==> config.mk <==
export PLATFORM = sky130hd
export DESIGN_NAME = printable_string_extractor_flat
export DESIGN_NICKNAME = d
export VERILOG_FILES = /design/src/hw/rtl/pse_pkg.sv /design/src/hw/rtl/pse_if.sv /design/src/hw/rtl/pse_cell.sv /design/src/hw/rtl/printable_string_extractor.sv /design/src/flat_wrapper.sv
export SDC_FILE = /design/constraint.sdc
export NUM_CORES = 1
export LEC_CHECK = 0
export ABC_CLOCK_PERIOD_IN_PS = 4200
export BUFFER_PORTS_ARGS = -buffer_cell sky130_fd_sc_hd__buf_2
export CORE_AREA = 3 3 253 255
export CTS_CLUSTER_DIAMETER = 120
export DETAILED_ROUTE_END_ITERATION = 7
export DIE_AREA = 0 0 256 258
export PLACE_DENSITY = 0.73
export SLEW_MARGIN = 10
export SYNTH_ARGS = -nofsm -noshare
export SYNTH_HDL_FRONTEND = slang
export SYNTH_SLANG_ARGS = --single-unit
==> constraint.sdc <==
create_clock -name clk -period 4.2 [get_ports clk]
set_input_delay 1.26 -clock clk [delete_from_list [all_inputs] [get_ports clk]]
set_output_delay 1.26 -clock clk [all_outputs]
set_load 0.05 [all_outputs]
==> src/hw/rtl/pse_pkg.sv <==
// printable string extractor package: constants, cell control struct, printable test
// no dependencies
package pse_pkg;

  localparam int MaxMinLen     = 63;
  localparam int OffsetBits    = 32;
  localparam int CountW        = $clog2(MaxMinLen + 1);
  localparam int LenW          = 6;
  localparam int ByteW         = 8;
  localparam int OutOffW       = 32;
  localparam logic [LenW-1:0]  DefaultMinLen = LenW'(4);
  localparam logic [ByteW-1:0] TabChar       = 8'h09;
  localparam logic [ByteW-1:0] PrintLo       = 8'h20;
  localparam logic [ByteW-1:0] PrintHi       = 8'h7e;

  typedef struct packed {
    logic capture;
    logic shift;
    logic clear;
  } cell_ctrl_t;

  function automatic logic is_printable(input logic [ByteW-1:0] b);
    return ((b >= PrintLo) && (b <= PrintHi)) || (b == TabChar);
  endfunction

endpackage

==> src/hw/rtl/pse_if.sv <==
// channel interfaces for the printable string extractor
// depends on pse_pkg
interface pse_in_if;
  logic                       valid;
  logic                       ready;
  logic [pse_pkg::ByteW-1:0]  in_byte;
  logic                       end_of_stream;
  modport source (output valid, output in_byte, output end_of_stream, input ready);
  modport sink   (input valid, input in_byte, input end_of_stream, output ready);
endinterface

interface pse_out_if;
  logic                         valid;
  logic                         ready;
  logic [pse_pkg::ByteW-1:0]    out_byte;
  logic [pse_pkg::OutOffW-1:0]  string_offset;
  logic                         is_end;
  logic                         last;
  modport source (output valid, output out_byte, output string_offset, output is_end,
                  output last, input ready);
  modport sink   (input valid, input out_byte, input string_offset, input is_end,
                  input last, output ready);
endinterface

interface pse_cfg_if;
  logic                      valid;
  logic                      ready;
  logic [pse_pkg::LenW-1:0]  min_length;
  modport source (output valid, output min_length, input ready);
  modport sink   (input valid, input min_length, output ready);
endinterface

==> src/hw/rtl/pse_cell.sv <==
// one cell of the run buffer chain: holds one byte and its fill mark
// depends on pse_pkg
module pse_cell (
  input  logic                       clk,
  input  logic                       rst,
  input  pse_pkg::cell_ctrl_t        ctrl,
  input  logic [pse_pkg::ByteW-1:0]  new_byte,
  input  logic                       low_occ,
  input  logic                       up_occ,
  input  logic [pse_pkg::ByteW-1:0]  up_byte,
  output logic                       occ,
  output logic [pse_pkg::ByteW-1:0]  data
);

  always_ff @(posedge clk) begin
    if (rst) begin
      occ <= 1'b0;
    end else if (ctrl.clear) begin
      occ <= 1'b0;
    end else if (ctrl.shift) begin
      occ <= up_occ;
    end else if (ctrl.capture && !occ && low_occ) begin
      occ <= 1'b1;
    end
  end

  always_ff @(posedge clk) begin
    if (ctrl.shift) begin
      data <= up_byte;
    end else if (ctrl.capture && !occ && low_occ) begin
      data <= new_byte;
    end
  end

endmodule

==> src/hw/rtl/printable_string_extractor.sv <==
// printable string extractor top: control, offset counters, output register, cell row
// depends on pse_pkg, pse_if, pse_cell
// each result is registered in the output register; results follow one per cycle while strings.ready holds
// input is not ready while the results of an accepted byte are still pending
// the held run leaves the cell row one byte a cycle from cell 0 while the output is not stalled
// reset: synchronous, clears counters, fill marks and output valid; min_length returns to 4
module printable_string_extractor (
  input  logic            clk,
  input  logic            rst,
  pse_in_if.sink          bytes,
  pse_out_if.source       strings,
  pse_cfg_if.sink         cfg
);

  localparam int N = pse_pkg::MaxMinLen;

  logic [pse_pkg::LenW-1:0]       min_length;
  logic [pse_pkg::CountW-1:0]     run_count;
  logic [pse_pkg::OffsetBits-1:0] byte_offset;
  logic [pse_pkg::OffsetBits-1:0] run_start;
  logic                           in_string;
  logic [pse_pkg::CountW-1:0]     emit_cnt;
  logic                           direct_pend;
  logic [pse_pkg::ByteW-1:0]      direct_byte;
  logic                           end_pend;

  logic                           out_valid;
  logic [pse_pkg::ByteW-1:0]      out_byte;
  logic [pse_pkg::OutOffW-1:0]    out_off;
  logic                           out_end;
  logic                           out_last;

  logic [N-1:0]                   cell_occ;
  logic [pse_pkg::ByteW-1:0]      cell_data [N];
  pse_pkg::cell_ctrl_t            ctrl;

  logic                           accept;
  logic                           busy;
  logic                           step;
  logic                           printable;
  logic                           reach;
  logic [pse_pkg::CountW-1:0]     cnt1;
  logic [pse_pkg::CountW-1:0]     eff_min;

  always_comb begin
    if (min_length == '0) begin
      eff_min = pse_pkg::CountW'(1);
    end else if (pse_pkg::CountW'(min_length) > pse_pkg::CountW'(N)) begin
      eff_min = pse_pkg::CountW'(N);
    end else begin
      eff_min = pse_pkg::CountW'(min_length);
    end
  end

  assign busy      = (emit_cnt != '0) || direct_pend || end_pend;
  assign bytes.ready = !busy;
  assign accept    = bytes.valid && !busy;
  assign printable = pse_pkg::is_printable(bytes.in_byte);
  assign cnt1      = run_count + 1'b1;
  assign reach     = cnt1 >= eff_min;
  assign step      = busy && (!out_valid || strings.ready);
  assign cfg.ready = 1'b1;

  assign ctrl.capture = accept && printable && !in_string;
  assign ctrl.shift   = step && (emit_cnt != '0);
  assign ctrl.clear   = accept && (!printable ||
                        (bytes.end_of_stream && !(printable && !in_string && reach)));

  // cell row, fill grows from cell 0 and drains toward it
  for (genvar i = 0; i < N; i++) begin : g_cell
    logic                      low_occ;
    logic                      up_occ;
    logic [pse_pkg::ByteW-1:0] up_byte;
    if (i == 0) begin : g_head
      assign low_occ = 1'b1;
    end else begin : g_body
      assign low_occ = cell_occ[i-1];
    end
    if (i == N - 1) begin : g_tail
      assign up_occ  = 1'b0;
      assign up_byte = '0;
    end else begin : g_next
      assign up_occ  = cell_occ[i+1];
      assign up_byte = cell_data[i+1];
    end
    pse_cell u_cell (
      .clk      (clk),
      .rst      (rst),
      .ctrl     (ctrl),
      .new_byte (bytes.in_byte),
      .low_occ  (low_occ),
      .up_occ   (up_occ),
      .up_byte  (up_byte),
      .occ      (cell_occ[i]),
      .data     (cell_data[i])
    );
  end

  always_ff @(posedge clk) begin
    if (rst) begin
      min_length <= pse_pkg::DefaultMinLen;
    end else if (cfg.valid) begin
      min_length <= cfg.min_length;
    end
  end

  always_ff @(posedge clk) begin
    if (rst) begin
      run_count   <= '0;
      byte_offset <= '0;
      run_start   <= '0;
      in_string   <= 1'b0;
      emit_cnt    <= '0;
      direct_pend <= 1'b0;
      end_pend    <= 1'b0;
    end else if (accept) begin
      byte_offset <= bytes.end_of_stream ? '0 : byte_offset + 1'b1;
      if (printable) begin
        if (in_string) begin
          direct_pend <= 1'b1;
          end_pend    <= bytes.end_of_stream;
          in_string   <= !bytes.end_of_stream;
        end else begin
          if (run_count == '0) begin
            run_start <= byte_offset;
          end
          if (reach) begin
            emit_cnt  <= cnt1;
            run_count <= '0;
            in_string <= !bytes.end_of_stream;
            end_pend  <= bytes.end_of_stream;
          end else begin
            run_count <= bytes.end_of_stream ? '0 : cnt1;
          end
        end
      end else begin
        end_pend  <= in_string;
        in_string <= 1'b0;
        run_count <= '0;
      end
    end else if (step) begin
      if (emit_cnt != '0) begin
        emit_cnt <= emit_cnt - 1'b1;
      end else if (direct_pend) begin
        direct_pend <= 1'b0;
      end else begin
        end_pend <= 1'b0;
      end
    end
  end

  always_ff @(posedge clk) begin
    if (accept) begin
      direct_byte <= bytes.in_byte;
    end
  end

  // output register
  always_ff @(posedge clk) begin
    if (rst) begin
      out_valid <= 1'b0;
    end else if (step) begin
      out_valid <= 1'b1;
    end else if (strings.ready) begin
      out_valid <= 1'b0;
    end
  end

  always_ff @(posedge clk) begin
    if (step) begin
      out_off <= run_start[pse_pkg::OutOffW-1:0];
      if (emit_cnt != '0) begin
        out_byte <= cell_data[0];
        out_end  <= 1'b0;
        out_last <= (emit_cnt == pse_pkg::CountW'(1)) && !end_pend;
      end else if (direct_pend) begin
        out_byte <= direct_byte;
        out_end  <= 1'b0;
        out_last <= !end_pend;
      end else begin
        out_byte <= '0;
        out_end  <= 1'b1;
        out_last <= 1'b1;
      end
    end
  end

  assign strings.valid         = out_valid;
  assign strings.out_byte      = out_byte;
  assign strings.string_offset = out_off;
  assign strings.is_end        = out_end;
  assign strings.last          = out_last;

  a_ctrl_excl: assert property (@(posedge clk) disable iff (rst)
    !(ctrl.capture && ctrl.shift))
    else $error("capture and shift in the same cycle");

  a_head_full: assert property (@(posedge clk) disable iff (rst)
    (emit_cnt != '0) |-> cell_occ[0])
    else $error("draining with an empty head cell");

  a_drop_clears: assert property (@(posedge clk) disable iff (rst)
    (accept && !printable) |=> (cell_occ == '0))
    else $error("cell row not cleared after a non-printable byte");

  a_count_match: assert property (@(posedge clk) disable iff (rst)
    !busy |-> ($countones(cell_occ) == int'(run_count)))
    else $error("fill marks disagree with run count");

endmodule
==> src/flat_wrapper.sv <==
// flat-port wrapper written by rule: the top's interface ports become plain ports
module printable_string_extractor_flat 
  (clk, rst, bytes_valid, bytes_in_byte, bytes_end_of_stream, bytes_ready, strings_valid, strings_out_byte, strings_string_offset, strings_is_end, strings_last, strings_ready, cfg_valid, cfg_min_length, cfg_ready);
  pse_in_if bytes_i ();
  pse_out_if strings_i ();
  pse_cfg_if cfg_i ();
  input  logic clk;
  input  logic rst;
  input wire logic [$bits(bytes_i.valid)-1:0] bytes_valid;
  input wire logic [$bits(bytes_i.in_byte)-1:0] bytes_in_byte;
  input wire logic [$bits(bytes_i.end_of_stream)-1:0] bytes_end_of_stream;
  output wire logic [$bits(bytes_i.ready)-1:0] bytes_ready;
  output wire logic [$bits(strings_i.valid)-1:0] strings_valid;
  output wire logic [$bits(strings_i.out_byte)-1:0] strings_out_byte;
  output wire logic [$bits(strings_i.string_offset)-1:0] strings_string_offset;
  output wire logic [$bits(strings_i.is_end)-1:0] strings_is_end;
  output wire logic [$bits(strings_i.last)-1:0] strings_last;
  input wire logic [$bits(strings_i.ready)-1:0] strings_ready;
  input wire logic [$bits(cfg_i.valid)-1:0] cfg_valid;
  input wire logic [$bits(cfg_i.min_length)-1:0] cfg_min_length;
  output wire logic [$bits(cfg_i.ready)-1:0] cfg_ready;
  assign bytes_i.valid = bytes_valid;
  assign bytes_i.in_byte = bytes_in_byte;
  assign bytes_i.end_of_stream = bytes_end_of_stream;
  assign bytes_ready = bytes_i.ready;
  assign strings_valid = strings_i.valid;
  assign strings_out_byte = strings_i.out_byte;
  assign strings_string_offset = strings_i.string_offset;
  assign strings_is_end = strings_i.is_end;
  assign strings_last = strings_i.last;
  assign strings_i.ready = strings_ready;
  assign cfg_i.valid = cfg_valid;
  assign cfg_i.min_length = cfg_min_length;
  assign cfg_ready = cfg_i.ready;
  printable_string_extractor u_core (.clk(clk), .rst(rst), .bytes(bytes_i), .strings(strings_i), .cfg(cfg_i));
endmodule
### After elaboration in Yosys (flattened, before gate mapping)

Cells that the tools add are included.

| storage, ports and cells | value |
|---|---|
| bits in registers | 703 |
| input bits | 20 |
| word-level logic and storage cells | 727 |

| operators by class | value |
|---|---|
| $add $sub $neg | 3 |
| $lt $le $gt $ge | 4 |
| eq/ne operators | 10 |
| muxes and demuxes | 283 |
| bitwise operators | 1 |
| reduce and logical (&&, ||, !) cells | 286 |

Operator list:

| operator | number |
|---|---|
| two-way mux 8 bit | 126 |
| two-way mux 1 bit | 144 |
| logical AND 1 bit | 136 |
| nonzero test 2 bit | 65 |
| two-way mux 6 bit | 12 |
| zero test 1 bit | 70 |
| adder 32 x 1 -> 32 bit (second input constant) | 1 |
| two-way mux 32 bit | 1 |
| zero test 6 bit | 2 |
| AND reduction 4 bit | 3 |
| inequality test 2 bit (second input constant) | 5 |
| == test 8 x 4 -> 1 bit (second input constant) | 1 |
| >= comparator 8 x 6 -> 1 bit (second input constant) | 1 |
| <= comparator 8 x 7 -> 1 bit (second input constant) | 1 |
| adder 6 x 1 -> 6 bit (second input constant) | 1 |
| == test 6 x 1 -> 1 bit (second input constant) | 1 |
| >= comparator 6 bit | 1 |
| greater-than comparator 6 bit (second input constant) | 1 |
| nonzero test 6 bit | 1 |
| subtractor 6 x 1 -> 6 bit (second input constant) | 1 |
| logical OR 1 bit | 5 |
| AND reduction 5 bit | 1 |
| inequality test 2 x 1 -> 1 bit (second input constant) | 2 |
| inequality test 4 x 3 -> 1 bit (second input constant) | 1 |
| other kinds (4) | 4 |

### Depth between registers and ports, before layout

| depth | value |
|---|---|
| depth after elaboration | 11 |
| gate-level depth with buffers | 12 |
| gate-level depth less buffers | 9 |

### Hierarchy

A second synthesis with hierarchy kept.

| second synthesis, totals | value |
|---|---|
| cell total of the unflattened synthesis | 2017 |
| area total of the unflattened synthesis | 31906.9 µm² |

Modules (own cells, without submodules):

| module | times used | cells each | area an instance (µm²) | seq. area each (µm²) |
|---|---|---|---|---|
| pse_cell | 63 | 23 | 417.9 | 260.2 |
| printable_string_extractor | 1 | 568 | 5579.1 | 3223.1 |

### Worst setup path after synthesis

No wires, ideal clock.

| timing | value |
|---|---|
| path type | register to register |
| start | register u_core.emit_cnt[2] (netlist name) |
| end | register u_core.out_end, in the netlist u_core.strings.is_end (enable) |
| setup time | 512 ps |
| arrival | 3703 ps |
| required time | 3688 ps |
| slack | -15 ps |
| cell stages (with the launch flop) | 6 |
| period minus slack after synthesis | 4215 ps |
| path through | dfxtp_1 or3_1 or3b_2 clkbuf_1 nor3_1 nor2_1 |

| between the ends | value |
|---|---|
| longest elaborated chain between the ends | 4 |

RTL lines:

| what | RTL line | text |
|---|---|---|
| from (decl) | printable_string_extractor.sv:22 | `logic [pse_pkg::CountW-1:0] emit_cnt;` |
| from (signal assigned) | printable_string_extractor.sv:128 | `emit_cnt <= cnt1;` |
| from (signal assigned) | printable_string_extractor.sv:143 | `emit_cnt <= emit_cnt - 1'b1;` |
| nonzero test 6 bit | printable_string_extractor.sv:55 | `assign busy = (emit_cnt != '0) \|\| direct_pend \|\| end_pend;` |
| logical OR 1 bit (2 in series) | printable_string_extractor.sv:55 |  |
| logical AND 1 bit | printable_string_extractor.sv:61 | `assign step = busy && (!out_valid \|\| strings.ready);` |
| net u_core.step | printable_string_extractor.sv:39 | `logic step;` |
| to (signal assigned) | printable_string_extractor.sv:174 | `out_end <= 1'b0;` |
| to (signal assigned) | printable_string_extractor.sv:178 | `out_end <= 1'b0;` |
| to (signal assigned) | printable_string_extractor.sv:182 | `out_end <= 1'b1;` |
| to (decl) | printable_string_extractor.sv:30 | `logic out_end;` |

The timed path passes the listed nets, and every way through them passes these cells.
A chain may end at the register's enable or synchronous reset.

### Final worst setup path

| timing | value |
|---|---|
| start | register u_core.emit_cnt[2] (netlist name) |
| end | output bytes_ready |

| between the ends | value |
|---|---|
| longest elaborated chain between the ends | 4 |

RTL lines:

| what | RTL line | text |
|---|---|---|
| nonzero test 6 bit | printable_string_extractor.sv:55 |  |
| logical OR 1 bit (2 in series) | printable_string_extractor.sv:55 |  |
| zero test 1 bit | printable_string_extractor.sv:56 | `assign bytes.ready = !busy;` |
| to (decl) | flat_wrapper.sv:12 | `output wire logic [$bits(bytes_i.ready)-1:0] bytes_ready;` |

Every way passes these cells.

==> impl_results.md <==
- Most frequent cell after synthesis: edfxtp_1
- Crit-path max cell delay: 0.66 ns
- Synth cell count leaders: edfxtp_1 (546), a21o_1 (498), nor2_1 (206)
- 1st-iter DRT viols: 1497
- Worst min path class: flop to flop
- Max FO, Critical Path: 12
- Synth top area cells: edfxtp_1 (59%), a21o_1 (13%), dfxtp_1 (11%)
- Vias after detailed routing: 16379
- H-Tree Depth: 3
- Post-CTS sizing: 0
- Reg clk slew, reported paths: 0.06 ns
- Syn-to-layout area delta: 14.2%
- Seq cells post-synth: 703
- Wire per inst: 17.8 um
- Core region area: 0.0618 mm^2
- Fill cells: 5031
- Die area: 0.0660 mm^2
- Status: finished clean
- CTS buffer count: 69
- Slowest library cell on the worst path: or3b_2
- Clk sinks: 703
- Hold path depth: 0
- Largest net degree at the start of global routing: 211
- Reg2Reg Depth: 10
- Post-CTS setup-driven buffer insertion count: 0
- CTS tree: yes
- Syn avg cell area: 13.4 um^2
- Top-Level Pins: 65
- CP Capture Type: output pin
- Clock insertion delay at the later pin of the skew report: 0.61 ns
- Post-synthesis cell area: 0.0278 mm^2
- Top cell type's share of synthesized area: 0.590
- Critical path cell sequence: or3_1 > or3b_2 > nor3_2 > buf_2
- Max Clk Rate: 246 MHz
- Slew @ Worst Pin: 0.945 ns
- Synth Flop Type: edfxtp_1
- Gp weighted congestion: 0.770
- First-pass GRT wire length: 87800 um
- Maximum clock path buffer count: 3
- CP arrival: 2.80 ns
- Ant diodes: 0
- Cell depth of the worst setup path: 4
- Die width: 256 um
- Number of synthesized flops with an enable pin: 546
- Syn. warnings: 0
- Routed WL: 54000 um
- CP Launch Type: flop
- Final hold violation count: 0
- Max-Cap Viols: 0
- Root Driver: clkbuf_16
- Cell Rows: 91
- Layout cells sized above 1: 0.130
- Final Critical Period: 4.06 ns
- Final net count: 2164
- Synth Net Count: 2104
- Max-slew violations: 0
- Pre-antenna DRT Iters: 6
- Die H: 258 um
- Drt via density: 5.41
- R2R setup slack: 0.88 ns
- WS Path Type: flop to output pin
- Vias in the first global route: 16486
- Dpl hpwl: 31400 um
- RSZ-0062 raised after global routing: no
- Buf+Inv Stages, Crit Path: 1
- Skew final: 0.0189 ns
- Synth area leader: edfxtp_1
- Gate Count Post-Synth: 2073
- Fin crit share: 0.966
- Setup TNS: 0 ns
- Routed Antenna Nets: 0
- Critical Path RT: 2.94 ns
- Total grt overflow: 0
- Slew HR: 0.370
- Unique masters post-synth: 54
- CP top delay family: simple AND/OR/NAND/NOR gates
- Post-CTS Hold Fix Bufs: 0
- DRC: 0
- IO buf count: 63
- Async set-reset flop share out of synthesis: 0
- # setup viols final: 0
- GRT Total Usage: 0.163
- Seq/Total Area, Yosys: 0.703
- Initial antenna violation count: 0
- Initial core utilization: 0.450
==> area by class of cell <==
class	instances	area, um^2	area share
sequential	703	19500	0.615
tap	837	1050	0.0330
clock buffer	96	1950	0.0615
inverter	21	78.8	0.00248
timing repair buffer	160	1190	0.0376
multi-input combinational	1178	7530	0.237
clock inverter	32	418	0.0132
==> registers in the layout, indices dropped and copies added, names as in the netlist <==
signal                        cells
u_core.g_cell.u_cell.data       504
u_core.g_cell.u_cell.occ         63
u_core.byte_offset               32
u_core.run_start                 32
u_core.strings.string_offset     32
u_core.direct_byte                8
u_core.strings.out_byte           8
u_core.emit_cnt                   6
u_core.min_length                 6
u_core.run_count                  6
u_core.direct_pend                1
u_core.end_pend                   1
u_core.in_string                  1
u_core.strings.is_end             1
u_core.strings.last               1
u_core.strings.valid              1
==> layout by cell type (no fill, tap or decap), drive strengths merged, types with 2 or more instances in the layout <==
cell      synthesis  routed
a21o            498     498
clkinv            0      15
ha               11      11
nand2           118     118
nand3            19      19
a31oi             4       4
xnor2            16      16
o211ai            4       4
clkinvlp          0       3
mux2i            39      39
clkbuf          151      96
edfxtp          546     546
and3              7       7
or3               7       7
nand2b            4       4
nor3             15      15
nand4            10      10
nor2b             4       4
and4              2       2
buf              20     160
inv              21      26
a31o              2       2
a211oi           64      64
a21oi            18      18
dfxtp           157     157
or4b              2       2
xor2             14      14
a22oi             4       4
and2              8       8
bufinv            0       9
nor2            206     206
nor4              6       6
o21ai            78      78
==> cell families after synthesis <==
kind of cell | count (synthesis) | synth area share
other cells | 1 | 0.000135
mux | 39 | 0.0140
buf+inv | 192 | 0.0279
flops | 703 | 0.703
xor+xnor | 30 | 0.00945
compound gates | 681 | 0.176
fa+ha+maj | 11 | 0.00495
simple gates | 416 | 0.0644
==> stage by stage <==
stage | cells | util | setup WS (ns) | area [um^2] | hold WS (ns)
3_5_place_dp | 2899 | 0.475 | 0.400 | 29400 | 0.415
4_1_cts | 3027 | 0.514 | 0.123 | 31800 | 0.429
2_1_floorplan | 2073 | - | 0.137 | 27800 | 0.408
3_3_place_gp | 2899 | 0.475 | 0.459 | 29400 | 0.420
5_1_grt | 3027 | 0.514 | 0.0222 | 31800 | 0.439
6_report | 3027 | 0.514 | 0.141 | 31800 | 0.429
==> metal layers <==
layer  part of all wire  track usage  vias to the layer above
met2               0.49        0.275                      409
met3              0.051       0.0339                       92
li1                   -            -                     7736
met5                  0            0                        -
met4              0.022       0.0507                        0
met1               0.44        0.213                     8142
==> path summary, 6_finish.rpt <==
kind | start | endpoint
setup / recovery | u_core.emit_cnt[2] | bytes_ready
hold / removal | u_core.run_start[30] | u_core.strings.string_offset[30]
setup reg to reg | u_core.run_count[0] | u_core.g_cell[17].u_cell.occ
hold reg to reg | u_core.run_start[30] | u_core.strings.string_offset[30]
Power is not shown: default switching activity piles up to over one toggle a cycle in this logic, so the estimate is an artifact.
